<file path="src/rtl/mlu_pkg.sv">
// Shared types and constants for the 68000 logic instruction unit.
package mlu_pkg;

  // Operation codes as they arrive on the input channel.
  localparam logic [3:0] OP_OR     = 4'd0;
  localparam logic [3:0] OP_AND    = 4'd1;
  localparam logic [3:0] OP_EOR    = 4'd2;
  localparam logic [3:0] OP_NOT    = 4'd3;
  localparam logic [3:0] OP_TAS    = 4'd4;
  localparam logic [3:0] OP_OR_CCR  = 4'd5;
  localparam logic [3:0] OP_AND_CCR = 4'd6;
  localparam logic [3:0] OP_EOR_CCR = 4'd7;
  localparam logic [3:0] OP_OR_SR   = 4'd8;
  localparam logic [3:0] OP_AND_SR  = 4'd9;
  localparam logic [3:0] OP_EOR_SR  = 4'd10;

  localparam logic [1:0] SIZE_BYTE = 2'd0;
  localparam logic [1:0] SIZE_WORD = 2'd1;
  localparam logic [1:0] SIZE_LONG = 2'd2;

  localparam logic [15:0] SR_RESET = 16'h2700;
  localparam int unsigned SR_SUPERVISOR_BIT = 13;

  typedef enum logic [2:0] {
    KIND_NOP,
    KIND_LOGIC,
    KIND_TAS,
    KIND_CCR,
    KIND_SR
  } kind_e;

  typedef enum logic [1:0] {
    FUNC_OR,
    FUNC_AND,
    FUNC_EOR,
    FUNC_NOT
  } func_e;

  typedef struct packed {
    logic [3:0]  operation;
    logic [1:0]  size;
    logic [31:0] dest_value;
    logic [31:0] source_value;
  } in_item_t;

  typedef struct packed {
    logic [31:0] result;
    logic        write_back;
    logic        privilege_violation;
    logic [15:0] status_out;
  } out_item_t;

  // Decoded command handed from the front end to the execute side.
  typedef struct packed {
    kind_e       kind;
    func_e       func;
    logic [1:0]  size;
    logic [31:0] dest_value;
    logic [31:0] source_value;
  } cmd_t;

endpackage

</file>
<file path="src/rtl/m68k_logic_unit.sv">
// Top level of the 68000 logic instruction unit: front end, command queue, execute side.
//
//   channel | direction | handshake                  | payload
//   --------+-----------+----------------------------+----------------------------
//   in      | input     | in_valid_i / in_ready_o    | in_item_i  (mlu_pkg::in_item_t)
//   out     | output    | out_valid_o / out_ready_i  | out_item_o (mlu_pkg::out_item_t)
//
// One item per cycle sustained while the output is not stalled; an accepted item
// passes through the decode register, the queue and the result register to its result.
// The status register is read and written only in the execute side, in item order.
// Reset sets SR to 0x2700 and empties every stage.
// A stalled output fills the result register, then the queue, then the decode
// register before in_ready_o drops.
module m68k_logic_unit #(
  parameter int unsigned QUEUE_DEPTH = 2
) (
  input  logic               clk_i,
  input  logic               rst_ni,
  input  logic               in_valid_i,
  output logic               in_ready_o,
  input  mlu_pkg::in_item_t  in_item_i,
  output logic               out_valid_o,
  input  logic               out_ready_i,
  output mlu_pkg::out_item_t out_item_o
);

  logic          front_valid, front_ready;
  mlu_pkg::cmd_t front_cmd;
  logic          back_valid, back_ready;
  mlu_pkg::cmd_t back_cmd;

  mlu_front u_front (
    .clk_i       (clk_i),
    .rst_ni      (rst_ni),
    .in_valid_i  (in_valid_i),
    .in_ready_o  (in_ready_o),
    .in_item_i   (in_item_i),
    .cmd_valid_o (front_valid),
    .cmd_ready_i (front_ready),
    .cmd_o       (front_cmd)
  );

  mlu_queue #(
    .DEPTH (QUEUE_DEPTH)
  ) u_queue (
    .clk_i        (clk_i),
    .rst_ni       (rst_ni),
    .push_valid_i (front_valid),
    .push_ready_o (front_ready),
    .push_cmd_i   (front_cmd),
    .pop_valid_o  (back_valid),
    .pop_ready_i  (back_ready),
    .pop_cmd_o    (back_cmd)
  );

  mlu_back u_back (
    .clk_i       (clk_i),
    .rst_ni      (rst_ni),
    .cmd_valid_i (back_valid),
    .cmd_ready_o (back_ready),
    .cmd_i       (back_cmd),
    .out_valid_o (out_valid_o),
    .out_ready_i (out_ready_i),
    .out_item_o  (out_item_o)
  );

endmodule

</file>
<file path="src/rtl/mlu_front.sv">
// Front end: accepts input items, decodes them and holds one decoded command.
module mlu_front (
  input  logic               clk_i,
  input  logic               rst_ni,
  input  logic               in_valid_i,
  output logic               in_ready_o,
  input  mlu_pkg::in_item_t  in_item_i,
  output logic               cmd_valid_o,
  input  logic               cmd_ready_i,
  output mlu_pkg::cmd_t      cmd_o
);

  logic          valid_q, valid_d;
  mlu_pkg::cmd_t cmd_q, cmd_d;
  logic          load;

  assign in_ready_o  = !valid_q || cmd_ready_i;
  assign load        = in_valid_i && in_ready_o;
  assign cmd_valid_o = valid_q;
  assign cmd_o       = cmd_q;

  always_comb begin
    cmd_d              = cmd_q;
    cmd_d.dest_value   = in_item_i.dest_value;
    cmd_d.source_value = in_item_i.source_value;
    // Size code three behaves as long.
    cmd_d.size = (in_item_i.size == 2'd3) ? mlu_pkg::SIZE_LONG : in_item_i.size;
    case (in_item_i.operation)
      mlu_pkg::OP_OR:      begin cmd_d.kind = mlu_pkg::KIND_LOGIC; cmd_d.func = mlu_pkg::FUNC_OR;  end
      mlu_pkg::OP_AND:     begin cmd_d.kind = mlu_pkg::KIND_LOGIC; cmd_d.func = mlu_pkg::FUNC_AND; end
      mlu_pkg::OP_EOR:     begin cmd_d.kind = mlu_pkg::KIND_LOGIC; cmd_d.func = mlu_pkg::FUNC_EOR; end
      mlu_pkg::OP_NOT:     begin cmd_d.kind = mlu_pkg::KIND_LOGIC; cmd_d.func = mlu_pkg::FUNC_NOT; end
      mlu_pkg::OP_TAS:     begin cmd_d.kind = mlu_pkg::KIND_TAS;   cmd_d.func = mlu_pkg::FUNC_OR;  end
      mlu_pkg::OP_OR_CCR:  begin cmd_d.kind = mlu_pkg::KIND_CCR;   cmd_d.func = mlu_pkg::FUNC_OR;  end
      mlu_pkg::OP_AND_CCR: begin cmd_d.kind = mlu_pkg::KIND_CCR;   cmd_d.func = mlu_pkg::FUNC_AND; end
      mlu_pkg::OP_EOR_CCR: begin cmd_d.kind = mlu_pkg::KIND_CCR;   cmd_d.func = mlu_pkg::FUNC_EOR; end
      mlu_pkg::OP_OR_SR:   begin cmd_d.kind = mlu_pkg::KIND_SR;    cmd_d.func = mlu_pkg::FUNC_OR;  end
      mlu_pkg::OP_AND_SR:  begin cmd_d.kind = mlu_pkg::KIND_SR;    cmd_d.func = mlu_pkg::FUNC_AND; end
      mlu_pkg::OP_EOR_SR:  begin cmd_d.kind = mlu_pkg::KIND_SR;    cmd_d.func = mlu_pkg::FUNC_EOR; end
      default:             begin cmd_d.kind = mlu_pkg::KIND_NOP;   cmd_d.func = mlu_pkg::FUNC_OR;  end
    endcase
  end

  always_comb begin
    valid_d = valid_q;
    if (load) begin
      valid_d = 1'b1;
    end else if (cmd_ready_i) begin
      valid_d = 1'b0;
    end
  end

  always_ff @(posedge clk_i or negedge rst_ni) begin
    if (!rst_ni) begin
      valid_q <= 1'b0;
    end else begin
      valid_q <= valid_d;
    end
  end

  always_ff @(posedge clk_i) begin
    if (load) begin
      cmd_q <= cmd_d;
    end
  end

endmodule

</file>
<file path="src/rtl/mlu_queue.sv">
// Small command queue between the front end and the execute side.
module mlu_queue #(
  parameter int unsigned DEPTH = 2
) (
  input  logic          clk_i,
  input  logic          rst_ni,
  input  logic          push_valid_i,
  output logic          push_ready_o,
  input  mlu_pkg::cmd_t push_cmd_i,
  output logic          pop_valid_o,
  input  logic          pop_ready_i,
  output mlu_pkg::cmd_t pop_cmd_o
);

  localparam int unsigned PtrW = (DEPTH > 1) ? $clog2(DEPTH) : 1;
  localparam int unsigned CntW = $clog2(DEPTH + 1);
  localparam logic [PtrW-1:0] LastPtr = PtrW'(DEPTH - 1);
  localparam logic [CntW-1:0] FullCnt = CntW'(DEPTH);

  mlu_pkg::cmd_t   entries_q [DEPTH];
  logic [PtrW-1:0] wr_ptr_q, wr_ptr_d;
  logic [PtrW-1:0] rd_ptr_q, rd_ptr_d;
  logic [CntW-1:0] count_q, count_d;
  logic            push, pop;

  assign push_ready_o = (count_q != FullCnt);
  assign pop_valid_o  = (count_q != '0);
  assign pop_cmd_o    = entries_q[rd_ptr_q];
  assign push         = push_valid_i && push_ready_o;
  assign pop          = pop_valid_o && pop_ready_i;

  always_comb begin
    wr_ptr_d = wr_ptr_q;
    rd_ptr_d = rd_ptr_q;
    count_d  = count_q;
    if (push) begin
      wr_ptr_d = (wr_ptr_q == LastPtr) ? '0 : wr_ptr_q + 1'b1;
    end
    if (pop) begin
      rd_ptr_d = (rd_ptr_q == LastPtr) ? '0 : rd_ptr_q + 1'b1;
    end
    if (push && !pop) begin
      count_d = count_q + 1'b1;
    end else if (pop && !push) begin
      count_d = count_q - 1'b1;
    end
  end

  always_ff @(posedge clk_i or negedge rst_ni) begin
    if (!rst_ni) begin
      wr_ptr_q <= '0;
      rd_ptr_q <= '0;
      count_q  <= '0;
    end else begin
      wr_ptr_q <= wr_ptr_d;
      rd_ptr_q <= rd_ptr_d;
      count_q  <= count_d;
    end
  end

  always_ff @(posedge clk_i) begin
    if (push) begin
      entries_q[wr_ptr_q] <= push_cmd_i;
    end
  end

endmodule

</file>
<file path="src/rtl/mlu_back.sv">
// Execute side: carries out decoded commands, keeps SR and holds the result item.
module mlu_back (
  input  logic               clk_i,
  input  logic               rst_ni,
  input  logic               cmd_valid_i,
  output logic               cmd_ready_o,
  input  mlu_pkg::cmd_t      cmd_i,
  output logic               out_valid_o,
  input  logic               out_ready_i,
  output mlu_pkg::out_item_t out_item_o
);

  logic               out_valid_q, out_valid_d;
  mlu_pkg::out_item_t out_q, out_d;
  logic [15:0]        sr_q, sr_d;
  logic               exec;
  logic [31:0]        mask;
  logic [31:0]        low;
  logic               sign;
  logic [31:0]        src16;
  logic [31:0]        src8;

  assign cmd_ready_o = !out_valid_q || out_ready_i;
  assign exec        = cmd_valid_i && cmd_ready_o;
  assign out_valid_o = out_valid_q;
  assign out_item_o  = out_q;
  assign src8        = {24'd0, cmd_i.source_value[7:0]};
  assign src16       = {16'd0, cmd_i.source_value[15:0]};

  always_comb begin
    case (cmd_i.size)
      mlu_pkg::SIZE_BYTE: mask = 32'h0000_00FF;
      mlu_pkg::SIZE_WORD: mask = 32'h0000_FFFF;
      default:            mask = 32'hFFFF_FFFF;
    endcase
    case (cmd_i.func)
      mlu_pkg::FUNC_OR:  low = (cmd_i.dest_value | cmd_i.source_value) & mask;
      mlu_pkg::FUNC_AND: low = (cmd_i.dest_value & cmd_i.source_value) & mask;
      mlu_pkg::FUNC_EOR: low = (cmd_i.dest_value ^ cmd_i.source_value) & mask;
      default:           low = (~cmd_i.dest_value) & mask;
    endcase
    case (cmd_i.size)
      mlu_pkg::SIZE_BYTE: sign = low[7];
      mlu_pkg::SIZE_WORD: sign = low[15];
      default:            sign = low[31];
    endcase
  end

  always_comb begin
    logic [31:0] sr_ext;
    sr_ext                  = {16'd0, sr_q};
    sr_d                    = sr_q;
    out_d.result            = '0;
    out_d.write_back        = 1'b0;
    out_d.privilege_violation = 1'b0;
    case (cmd_i.kind)
      mlu_pkg::KIND_LOGIC: begin
        sr_d             = {sr_q[15:4], sign, (low == '0), 2'b00};
        out_d.result     = (cmd_i.dest_value & ~mask) | low;
        out_d.write_back = 1'b1;
      end
      mlu_pkg::KIND_TAS: begin
        // Flags come from the byte as read, before bit 7 is set.
        sr_d             = {sr_q[15:4], cmd_i.dest_value[7],
                            (cmd_i.dest_value[7:0] == 8'd0), 2'b00};
        out_d.result     = {cmd_i.dest_value[31:8], 1'b1, cmd_i.dest_value[6:0]};
        out_d.write_back = 1'b1;
      end
      mlu_pkg::KIND_CCR: begin
        case (cmd_i.func)
          mlu_pkg::FUNC_OR:  sr_d = 16'(sr_ext | src8);
          mlu_pkg::FUNC_AND: sr_d = {sr_q[15:8], sr_q[7:0] & cmd_i.source_value[7:0]};
          default:           sr_d = 16'(sr_ext ^ src8);
        endcase
      end
      mlu_pkg::KIND_SR: begin
        if (!sr_q[mlu_pkg::SR_SUPERVISOR_BIT]) begin
          out_d.privilege_violation = 1'b1;
        end else begin
          case (cmd_i.func)
            mlu_pkg::FUNC_OR:  sr_d = 16'(sr_ext | src16);
            mlu_pkg::FUNC_AND: sr_d = 16'(sr_ext & src16);
            default:           sr_d = 16'(sr_ext ^ src16);
          endcase
        end
      end
      default: begin
        sr_d = sr_q;
      end
    endcase
    out_d.status_out = sr_d;
  end

  always_comb begin
    out_valid_d = out_valid_q;
    if (exec) begin
      out_valid_d = 1'b1;
    end else if (out_ready_i) begin
      out_valid_d = 1'b0;
    end
  end

  always_ff @(posedge clk_i or negedge rst_ni) begin
    if (!rst_ni) begin
      out_valid_q <= 1'b0;
      sr_q        <= mlu_pkg::SR_RESET;
    end else begin
      out_valid_q <= out_valid_d;
      if (exec) begin
        sr_q <= sr_d;
      end
    end
  end

  always_ff @(posedge clk_i) begin
    if (exec) begin
      out_q <= out_d;
    end
  end

endmodule

</file>
<file path="config.mk">
export PLATFORM = sky130hd
export DESIGN_NAME = m68k_logic_unit
export DESIGN_NICKNAME = d
export VERILOG_FILES = /design/src/rtl/mlu_pkg.sv /design/src/rtl/m68k_logic_unit.sv /design/src/rtl/mlu_front.sv /design/src/rtl/mlu_queue.sv /design/src/rtl/mlu_back.sv
export SDC_FILE = /design/constraint.sdc
export NUM_CORES = 1
export LEC_CHECK = 0
export ABC_AREA = 0
export BUFFER_PORTS_ARGS = -buffer_cell sky130_fd_sc_hd__buf_2
export CORE_MARGIN = 10
export CORE_UTILIZATION = 45
export CTS_CLUSTER_DIAMETER = 60
export DETAILED_ROUTE_END_ITERATION = 8
export PLACE_DENSITY_LB_ADDON = 0.3
export SETUP_SLACK_MARGIN = 0.4
export SYNTH_ARGS = -nofsm -noshare
export SYNTH_HDL_FRONTEND = slang
export SYNTH_SLANG_ARGS = --single-unit
</file>
<file path="constraint.sdc">
create_clock -name clk_i -period 4.55 [get_ports clk_i]
set_clock_uncertainty 0.15 [all_clocks]
set_input_delay 0.91 -clock clk_i [delete_from_list [all_inputs] [get_ports clk_i]]
set_output_delay 0.91 -clock clk_i [all_outputs]
set_load 0.05 [all_outputs]
</file>
==> results.txt, run 1 <==
Tot Pwr: 12.9 mW
Routed WL: 33300 um
Root Buffer Master: clkbuf_16
RSZ-0062 raised after global routing: false
First-pass GRT wire length: 51500 um
Clock share of power: 0.209
Sw Pwr: 5.48 mW
Initial antenna violation count: 0
Max-cap violation count: 0
Worst Max-Slew Pin Slew: 1.06 ns
CTS buffer count: 34
Comb pwr share: 0.457
Mapped Area: 13900 sq um
Critical path required time: 4.75 ns
Routed vias: 9124
Gr ovfl total: 0
Final hold viol count: 0
# DRC: 0
Num rows: 64
Drt pass-1 iters: 5
Area growth from synthesis to layout: 15.5%
Syn Area/Cell: 12.7 sq um
Int Power: 7.40 mW
Mapped Nets: 1270
Worst setup EP type: register
Ys Warns: 0
Status: finished clean
Leakage: 6.50 nW
Clk sink count: 285
Worst min path class: in2async
Post-synthesis cell count: 1099
Worst vdd ir: 0.378 mV
Die height: 196 um
CTS hold repair buffers: 0
Synth area leader: edfxtp_1
Drt wl/cell: 20.2 um
CTS tree: done
Nets: 1393
H-tree depth: 2
FFs w/ async S/R, synth: 0.0772
Max FO, Critical Path: 41
Clk Latency, worst-skew pair: 0.52 ns
GRT Overall Usage: 0.168
Post-synth top area share: 0.566
Avg Vias per Cell: 5.55
Die width: 196 um
Slew Viols, Final: 0
Worst Setup Path Type: reg2reg
Antenna-violating nets left: 0
R2R Setup Slk: 0.66 ns
Die Area: 38400 sq um
# IOs: 126
Yosys cell types: 69
Sequential element share of the synthesized area: 0.606
Period utilization: 0.856
CORE AREA: 30600 sq um
Fin crit period: 3.89 ns
Setup Viol. Count Final: 0
Top-count cell post-synth: edfxtp_1
Post-synth top cells: 263 x edfxtp_1, 100 x inv_1, 97 x ha_1
Setup_tns: 0 ns
Layout cells sized above 1: 0.181
# port buffers: 125
DP Wirelength: 23100 um
Power per cell area: 799 nW/um^2
R2r endpoint: u_back.out_item_o[2]
Max_slew headroom: 0.293
Largest net degree at the start of global routing: 72
Net Sw Frac: 0.425
Synth area leaders: edfxtp_1 57%, ha_1 8.7%, mux2i_1 5.7%
Worst setup SP type: register
Final Wtd Congestion: 0.870
Vias in the first global route: 8936
FF+latch count, synth: 285
Antenna Cells: 0
Clock transition at path regs: 0.06 ns
Reg-to-reg critical path startpoint: u_queue.rd_ptr_q
Initial Util: 0.456
Arrival @ worst endpoint: 4.09 ns
Achievable frequency: 257 MHz
Drt initial violations: 727
Ys flop type: edfxtp_1
Post-synth EDFFs: 263
CTS Buffer Depth: 3
Seq pwr share: 0.334
R2R cell count: 12
power by group through the flow:
stage / logic, mW / clock network [mW] / registers, mW
after floorplan: 3.55 / 0 / 5.04
after global placement: 5.71 / 0 / 4.34
after detailed placement: 5.82 / 0 / 4.36
after CTS: 5.84 / 2.75 / 4.32
after global routing: 6.45 / 2.86 / 4.38
final: 5.89 / 2.69 / 4.29
sequential cells by signal, indices dropped and copies added, names as in the netlist:
register             count
u_queue.entries_q      142
u_front.cmd_o           71
u_front.cmd_valid_o      1
u_back.out_item_o       50
u_queue.count_q          2
u_back.sr_q             16
u_back.out_valid_o       1
u_queue.wr_ptr_q         1
u_queue.rd_ptr_q         1
metrics by stage:
stage / setup WS (ns) / utilization / instance area, sq um / hold WS [ns] / cells
after floorplan: 0.856 / - / 14000 / 0.271 / 1099
after global placement: 0.632 / 0.489 / 15000 / 0.275 / 1581
after detailed placement: 0.506 / 0.489 / 15000 / 0.280 / 1581
after CTS: 0.483 / 0.526 / 16100 / 0.272 / 1643
after global routing: 0.452 / 0.527 / 16100 / 0.292 / 1644
final: 0.655 / 0.527 / 16100 / 0.270 / 1644
area by class of cell:
type,count,area [sq um]
inverters,101,379
clock inverters,19,211
multi-input cells,655,4850
well taps,396,495
repair buffers,145,792
flip-flops and latches,285,8460
fillers,2631,14500
clock buffers,43,925
cells in the final DEF, fill, tap and decap left out, types with 4 or more instances in the layout:
| cell | n |
|---|---|
| edfxtp_1 | 263 |
| buf_2 | 125 |
| inv_1 | 100 |
| ha_1 | 97 |
| mux2i_1 | 78 |
| nor2_1 | 69 |
| nand2_1 | 61 |
| a21oi_1 | 51 |
| o21ai_0 | 50 |
| o22ai_1 | 35 |
| clkbuf_16 | 34 |
| a211oi_1 | 29 |
| buf_4 | 18 |
| dfrtp_1 | 17 |
| nand3_1 | 16 |
| nor3_1 | 15 |
| o211ai_1 | 14 |
| nand2b_1 | 9 |
| nor2b_1 | 9 |
| and2_1 | 7 |
| a22oi_1 | 7 |
| mux2_2 | 7 |
| a31oi_1 | 6 |
| nand4_1 | 6 |
| o32a_1 | 5 |
| o21a_1 | 5 |
| nor4_1 | 5 |
| a221o_1 | 5 |
| inv_6 | 5 |
| clkbuf_1 | 5 |
| a2bb2oi_1 | 4 |
| a221oi_1 | 4 |
| o22a_1 | 4 |
| clkbuf_8 | 4 |
| dfstp_2 | 4 |
logic make-up after synthesis:
group,Yosys count,share of synthesized area
compound gates,251,0.119
xor+xnor,5,0.00314
fa+ha+maj,97,0.0870
buf+inv,159,0.0476
flops,285,0.606
mux,89,0.0666
simple gates,213,0.0701
what timing repair did:
item,in CTS,in global routing
hold endpoints to repair,0,0
buffers inserted,0,1
setup endpoints to repair,0,2
gates resized for setup,0,1
critical path: stages (launching register included):
cell and delay (ns):
dfrtp_4 0.58, buf_12 0.32, buf_4 0.23, mux2i_1 0.40, ha_1 0.31, nor2_1 0.11
o22ai_1 0.09, a221o_1 0.32, a221oi_2 0.33, nand4b_1 0.16, nor4_1 0.36, a21oi_1 0.16
a31oi_1 0.16
routing by layer:
layer  track usage  part of all wire  up-vias
met4        0.0509             0.025        0
li1              -                 -     4338
met5             0                 0        -
met1         0.235              0.46     4409
met3        0.0278             0.059       57
met2         0.262              0.46      320
worst max-delay path by stage:
stage | from | end | cells after the start
final | u_queue.rd_ptr_q | u_back.out_item_o[2] | 12
after global routing | u_queue.rd_ptr_q | u_back.out_item_o[2] | 12
after CTS | u_queue.rd_ptr_q | u_back.out_item_o[2] | 12
after detailed placement | u_queue.rd_ptr_q | u_back.out_item_o[2] | 12
after global placement | u_queue.rd_ptr_q | u_back.out_item_o[2] | 12
after floorplan | u_queue.rd_ptr_q | u_back.out_item_o[2] | 16
Power figures use the tool's default switching activity.
==> run 2, diff against run 1 <==
SKIP_LAST_GASP = 1   (was not set)
SYNTH_HIERARCHICAL = 1   (was not set)
==> run 2 against run 1 <==
  * Critical path depth shrank 3
  * Global-route usage shrank 3.2 points
  * Synthesized cell count is 22% lower
  * Final area is 3.3% lower
  * Non-clock buffer count shrank 9
  * Critical path type unchanged
==> results.txt, run 2 <==
Top-count cell post-synth: edfxtp_1
# port buffers: 125 (unchanged)
DP Wirelength: 18000 um (-22%)
Status: finished clean
Vias in the first global route: 7448 (-17%)
Drt wl/cell: 18.7 um (-7.6%)
CP Cell Sequence: buf_4 > mux2_2 > inv_1 > ha_1 > mux4_1 > nor4_1 > a41oi_1 > or3_1 > a21oi_1
H-tree depth: 1 (-1)
FILL cells: 2411 (-8.4%)
Fin crit period: 3.62 ns (-0.274 ns)
Layout cells sized above 1: 0.303 (+0.122)
Worst Setup Path Type: reg2reg
Max FO, Critical Path: 16 (-61%)
Worst vdd ir: 0.368 mV (-2.7%)
Post-synth top area share: 0.580 (+0.0135)
Final hold viol count: 0 (unchanged)
Routed vias: 7149 (-22%)
GRT Overall Usage: 0.136 (-0.0320)
Die height: 194 um (-1.1%)
Synth area leader: edfxtp_1
Routed WL: 26300 um (-21%)
First-pass GRT wire length: 41600 um (-19%)
Reg with most FFs: u_queue/entries_q
CTS hold repair buffers: 0 (unchanged)
Initial antenna violation count: 0 (unchanged)
Drt initial violations: 478 (-34%)
Clock transition at path regs: 0.06 ns (about the same)
FF+latch count, synth: 285 (unchanged)
Arrival @ worst endpoint: 3.88 ns (-0.21 ns)
Slew Viols, Final: 0 (unchanged)
Sequential element share of the synthesized area: 0.620 (+0.0145)
Register area: 8460 sq um (unchanged)
Avg Vias per Cell: 5.08 (-8.4%)
R2R Setup Slk: 0.93 ns (+0.27 ns)
Achievable frequency: 276 MHz (+7.6%)
Die width: 194 um (-1.1%)
Stages on worst setup path: 9 (-3)
Setup_tns: 0 ns (unchanged)
RSZ-0062 raised after global routing: false
Power per cell area: 776 nW/um^2 (-2.9%)
Cts repair resizes: 0 (unchanged)
Synth area leaders: edfxtp_1 58%, ha_1 8.9%, mux2_4 7.6%
Worst setup EP type: register
Critical path required time: 4.81 ns (+0.06 ns)
CTS buffer count: 31 (-8.8%)
Mapped Area: 13600 sq um (-2.3%)
Die Area: 37600 sq um (-2.1%)
Setup crit start: u_queue/rd_ptr_q
CORE AREA: 29700 sq um (-2.9%)
Max_slew headroom: 0.263 (-0.0308)
Period utilization: 0.796 (-0.0602)
Critical Path End: u_back/out_item_o[2]
Largest net degree at the start of global routing: 72 (unchanged)
Yosys cell types: 50 (-28%)
Worst Max-Slew Pin Slew: 1.11 ns (+0.0462 ns)
Gr ovfl total: 0 (unchanged)
Final Wtd Congestion: 0.760 (-13%)
R2r endpoint: u_back/out_item_o[2]
Buf/Inv on CP: 2 (unchanged)
Post-synthesis cell count: 855 (-22%)
Nets: 1162 (-17%)
Antenna-violating nets left: 0 (unchanged)
Area growth from synthesis to layout: 14.4%
Kind of cell adding the most delay to the critical path: multiplexers
FFs w/ async S/R, synth: 0.0772 (unchanged)
Area of the multi-input gates: 4400 sq um (-9.3%)
Commonest non-fill, non-tap cells in the layout: 263 x edfxtp_1, 131 x inv_1, 125 x buf_2
CP max stage cell: dfrtp_4
Clk sink count: 285 (unchanged)
Post-CTS Setup Bufs: 0 (unchanged)
R2R cell count: 9 (-3)
Ys flop type: edfxtp_1
Num rows: 63 (-1.6%)
Mapped Nets: 1026 (-19%)
Post-Layout Cell Count: 1406 (-14%)
Worst min path class: in2async
Ys Warns: 6 (+6)
Antenna Cells: 0 (unchanged)
Placed Cells incl. Taps: 1348 (-15%)
Max FFs per register: 142 (unchanged)
Post-synth EDFFs: 263 (unchanged)
CP peak stage delay: 0.60 ns (+0.02 ns)
Worst setup SP type: register
Core Util, Final: 0.524 (-0.00240)
Post-synth top cells: 263 x edfxtp_1, 131 x inv_1, 97 x ha_1
CTS Buffer Depth: 3 (unchanged)
Leakage: 6.49 nW (-0.14%)
CTS tree: done
Initial Util: 0.458 (+0.00243)
Root Buffer Master: clkbuf_16
Setup Viol. Count Final: 0 (unchanged)
Commonest non-fill, non-tap cell in the layout: edfxtp_1
Syn Area/Cell: 15.9 sq um (+26%)
# DRC: 0 (unchanged)
# IOs: 126 (unchanged)
Drt pass-1 iters: 7 (+2)
Max-cap violation count: 0 (unchanged)
Reg-to-reg critical path startpoint: u_queue/rd_ptr_q
Clk Latency, worst-skew pair: 0.56 ns (+0.04 ns)
-- run 2: changes by cell type after synthesis, sizes merged, moves of 28 or more --
| cell | delta |
|---|---|
| o21ai | -36 |
| nand2 | -30 |
| mux2 | +75 |
| mux2i | -80 |
| a21oi | -43 |
| mux4 | +32 |
| inv | +31 |
| nor2 | -45 |
| o22ai | -35 |
| a211oi | -28 |
-- run 2: final cells by class --
cell class / count / area share
Clock buffer: 31 / 0.0498
Clock inverter: 27 / 0.0149
Inverter: 131 / 0.0316
Multi-Input combinational cell: 406 / 0.283
Sequential cell: 285 / 0.543
Tap cell: 390 / 0.0313
Timing Repair Buffer: 136 / 0.0471
-- run 2: cell families (layout without fill, tap and decap cells) --
kind of cell    after synthesis  in the layout  share of synthesized area
flops                       285            285                      0.620
compound gates               83             83                     0.0443
xor+xnor                      6              6                    0.00386
simple gates                104            104                     0.0394
fa+ha+maj                    97             97                     0.0891
mux                         116            116                      0.145
buf+inv                     164            325                     0.0575
-- run 2: per-stage QoR --
step | hold slack, ns | power [mW] | setup slack (ns) | instance area [sq um]
2_1_floorplan | 0.271 | 8.57 | 1.08 | 13600
3_3_place_gp | 0.272 | 9.63 | 0.960 | 14600
3_5_place_dp | 0.281 | 9.78 | 0.948 | 14600
4_1_cts | 0.180 | 12.2 | 0.919 | 15600
5_1_grt | 0.214 | 12.9 | 0.654 | 15600
6_report | 0.189 | 12.1 | 0.929 | 15600
-- run 2: how the worst min path moves through the flow --
stage,startpoint,end,slack (ns),cells after the start
4_1_cts,rst_ni,u_front/cmd_valid_o,0.18,1
2_1_floorplan,u_front/cmd_o[0],u_queue/entries_q[0][0],0.27,0
5_1_grt,rst_ni,u_back/out_valid_o,0.21,1
3_3_place_gp,u_front/cmd_o[35],u_queue/entries_q[1][35],0.27,0
6_report,rst_ni,u_front/cmd_valid_o,0.19,1
3_5_place_dp,u_front/cmd_o[21],u_queue/entries_q[0][21],0.28,0
-- run 2: power by group --
| group | internal (mW) | total, mW | switching [mW] | leakage, nW |
|---|---|---|---|---|
| Sequential | 3.98 | 4.31 | 0.330 | 2.76 |
| Combinational | 2.07 | 5.37 | 3.30 | 3.25 |
| Clock | 1.38 | 2.42 | 1.04 | 0.483 |
| Total | 7.43 | 12.1 | 4.67 | 6.49 |
-- run 2: worst register-to-register path: cells and delay by family, from the launching register on --
| kind | cells | cell delay, ns |
|---|---|---|
| adders and majority gates | 1 | 0.22 |
| muxes | 2 | 0.93 |
| DFF | 1 | 0.60 |
| and+or+nand+nor | 2 | 0.78 |
| buffers and inverters | 2 | 0.43 |
| AOI/OAI and AO/OA | 2 | 0.36 |
-- run 2: routing by layer --
| layer | GRT usage | vias up | wire (um) |
|---|---|---|---|
| li1 | - | 3406 | - |
| met1 | 0.179 | 3538 | 11800 |
| met2 | 0.225 | 162 | 12700 |
| met3 | 0.0244 | 43 | 1270 |
| met4 | 0.0389 | 0 | 541 |
| met5 | 0 | - | 0 |
==> run 3, diff against run 2 <==
clock period = 3.09 ns   (was 4.55 ns; I/O delays follow)
==> run 3 against run 2 <==
  * The run now ends with negative setup slack left
  * Via count increased by 6.1%
  * Worst hold slack got worse by 0.062 ns
  * Flip-flop and latch count unchanged
  * Critical endpoint unchanged
  * Global-route usage increased by 1.2 points
  * Fmax increased by 11%
  * Largest cell class unchanged
  * Largest power group unchanged
  * Non-clock buffer count increased by 97
==> results.txt, run 3 (same netlist as run 2, synthesis figures left out) <==
Commonest non-fill, non-tap cell in the layout: edfxtp_1
Worst setup SP type: register
Routed WL: 28700 um (+8.9%)
Nets: 1263 (+8.7%)
Clock share of power: 0.186 (-0.014)
CTS buffer count: 35 (+13%)
Tot Pwr: 20.2 mW (+67%)
Comb pwr share: 0.502 (+0.058)
Seq pwr share: 0.312 (-0.044)
Arrival @ worst endpoint: 3.47 ns (-0.41 ns)
GRT Overall Usage: 0.148 (+0.0123)
Clock transition at path regs: 0.06 ns (about the same)
Reg-to-reg critical path startpoint: u_queue/rd_ptr_q
Root Buffer Master: clkbuf_16
Initial antenna violation count: 0 (unchanged)
H-tree depth: 2 (+1)
Final hold viol count: 0 (unchanged)
Max-cap violation count: 0 (unchanged)
Drt pass-1 iters: 5 (-2)
# DRC: 0 (unchanged)
CTS Buffer Depth: 3 (unchanged)
Violated checks: negative setup slack
Avg Vias per Cell: 5.03 (-1.1%)
CP max stage cell: mux4_1
Setup_tns: -0.305 ns (-0.305 ns)
Die Area: 37600 sq um (unchanged)
CP peak stage delay: 0.55 ns (-0.05 ns)
Setup Viol. Count Final: 2 (+2)
Fin worst setup slack: -0.171 ns (-1.10 ns)
Worst vdd ir: 0.425 mV (+16%)
# port buffers: 125 (unchanged)
WHS Endpoint: u_front/cmd_o[11]
DP Wirelength: 19300 um (+7.2%)
Achievable frequency: 307 MHz (+11%)
Commonest non-fill, non-tap cells in the layout: 263 x edfxtp_1, 125 x buf_2, 102 x inv_1
Antenna-violating nets left: 0 (unchanged)
Post-Layout Cell Count: 1507 (+7.2%)
R2R cell count: 10 (+1)
Buf/Inv on CP: 3 (+1)
Routed vias: 7582 (+6.1%)
Kind of cell adding the most delay to the critical path: multiplexers
Hold_sp: in_item_i[11]
Pre-CTS setup slack: -0.223 ns (-1.17 ns)
Register area: 8460 sq um (unchanged)
Max_slew headroom: 0.600 (+0.337)
Antenna Cells: 0 (unchanged)
R2R Setup Slk: -0.17 ns (-1.10 ns)
Area growth from synthesis to layout: 24.3%
Drt initial violations: 430 (-10%)
Gr ovfl total: 0 (unchanged)
Initial Util: 0.458 (unchanged)
Status: finished with violations
Max FO, Critical Path: 10 (-6)
Leakage: 7.08 nW (+9.0%)
Reg with most FFs: u_queue/entries_q
Core Util, Final: 0.570 (+0.0453)
Critical path required time: 3.30 ns (-1.51 ns)
# IOs: 126 (unchanged)
Worst Setup Path Type: reg2reg
Final Wtd Congestion: 0.816 (+7.4%)
Drt wl/cell: 19.0 um (+1.6%)
RSZ-0062 raised after global routing: true
Sw Pwr: 7.64 mW (+64%)
Vias in the first global route: 7956 (+6.8%)
CP Cell Sequence: buf_6 > buf_12 > mux2_4 > inv_1 > ha_1 > mux4_1 > nor3_2 > nand4_1 > or3_4 > a21oi_2
Slew Viols, Final: 0 (unchanged)
Num rows: 63 (unchanged)
Clk sink count: 285 (unchanged)
Placed Cells incl. Taps: 1405 (+4.2%)
Die width: 194 um (unchanged)
Period utilization: 1.06 (+0.260)
Largest net degree at the start of global routing: 72 (unchanged)
Post-route cell area: 16900 sq um (+8.6%)
CTS tree: done
Area of the multi-input gates: 4670 sq um (+6.0%)
First-pass GRT wire length: 44400 um (+6.8%)
Hold path cells: 1
Worst Max-Slew Pin Slew: 0.600 ns (-0.506 ns)
Placed cell areas: 15100 sq um (+3.5%)
Die height: 194 um (unchanged)
CORE AREA: 29700 sq um (unchanged)
Max FFs per register: 142 (unchanged)
Clk Latency, worst-skew pair: 0.51 ns (-0.05 ns)
Fin crit period: 3.26 ns (-0.360 ns)
Layout cells sized above 1: 0.426 (+0.123)
R2r endpoint: u_back/out_item_o[2]
Worst min path class: in2reg
FILL cells: 2299 (-4.6%)
Worst setup EP type: register
Power per cell area: 1200 nW/um^2 (+54%)
Min Hold Slack: 0.127 ns (-0.0624 ns)
Int Power: 12.6 mW (+69%)
Net Sw Frac: 0.378 (-0.00809)
run 3: worst max path at each step:
stage               slack, ns              from  depth (start not counted)                    to
floorplan                0.23  u_queue/rd_ptr_q                         10  u_back/out_item_o[2]
global placement        -0.14  u_queue/rd_ptr_q                         10  u_back/out_item_o[2]
detailed placement      -0.22  u_queue/rd_ptr_q                         10  u_back/out_item_o[2]
CTS                     -0.16  u_queue/rd_ptr_q                         11  u_back/out_item_o[2]
global route            -0.27  u_queue/rd_ptr_q                         10  u_back/out_item_o[2]
finish                  -0.17  u_queue/rd_ptr_q                         10  u_back/out_item_o[2]
run 3: power groups by stage:
| stage | logic, mW | registers (mW) | clock network [mW] |
|---|---|---|---|
| 6_report | 10.2 | 6.31 | 3.76 |
| 5_1_grt | 11.0 | 6.43 | 4.06 |
| 4_1_cts | 9.59 | 6.32 | 3.88 |
| 3_5_place_dp | 8.77 | 6.40 | 0 |
| 3_3_place_gp | 8.57 | 6.36 | 0 |
| 2_1_floorplan | 5.21 | 7.46 | 0 |
run 3: timing repair:
action	CTS	global route
hold buffers	1	0
gates cloned	3	2
hold endpoints to repair	18	0
gates resized for setup	51	55
pin swaps	11	24
setup endpoints to repair	27	40
buffers inserted	17	17
run 3: cell type report:
type / instances / area share
sequential: 285 / 0.500
multi-input combinational: 406 / 0.276
timing repair buffer: 233 / 0.103
clock buffer: 43 / 0.0541
inverter: 131 / 0.0301
tap: 390 / 0.0288
clock inverter: 19 / 0.00894
run 3: routing by layer:
metal | vias to the layer above | wire (um) | global-route usage
li1 | 3614 | - | -
met2 | 181 | 13800 | 0.240
met5 | - | 0 | 0
met3 | 35 | 1250 | 0.0304
met4 | 0 | 574 | 0.0466
met1 | 3752 | 13000 | 0.195
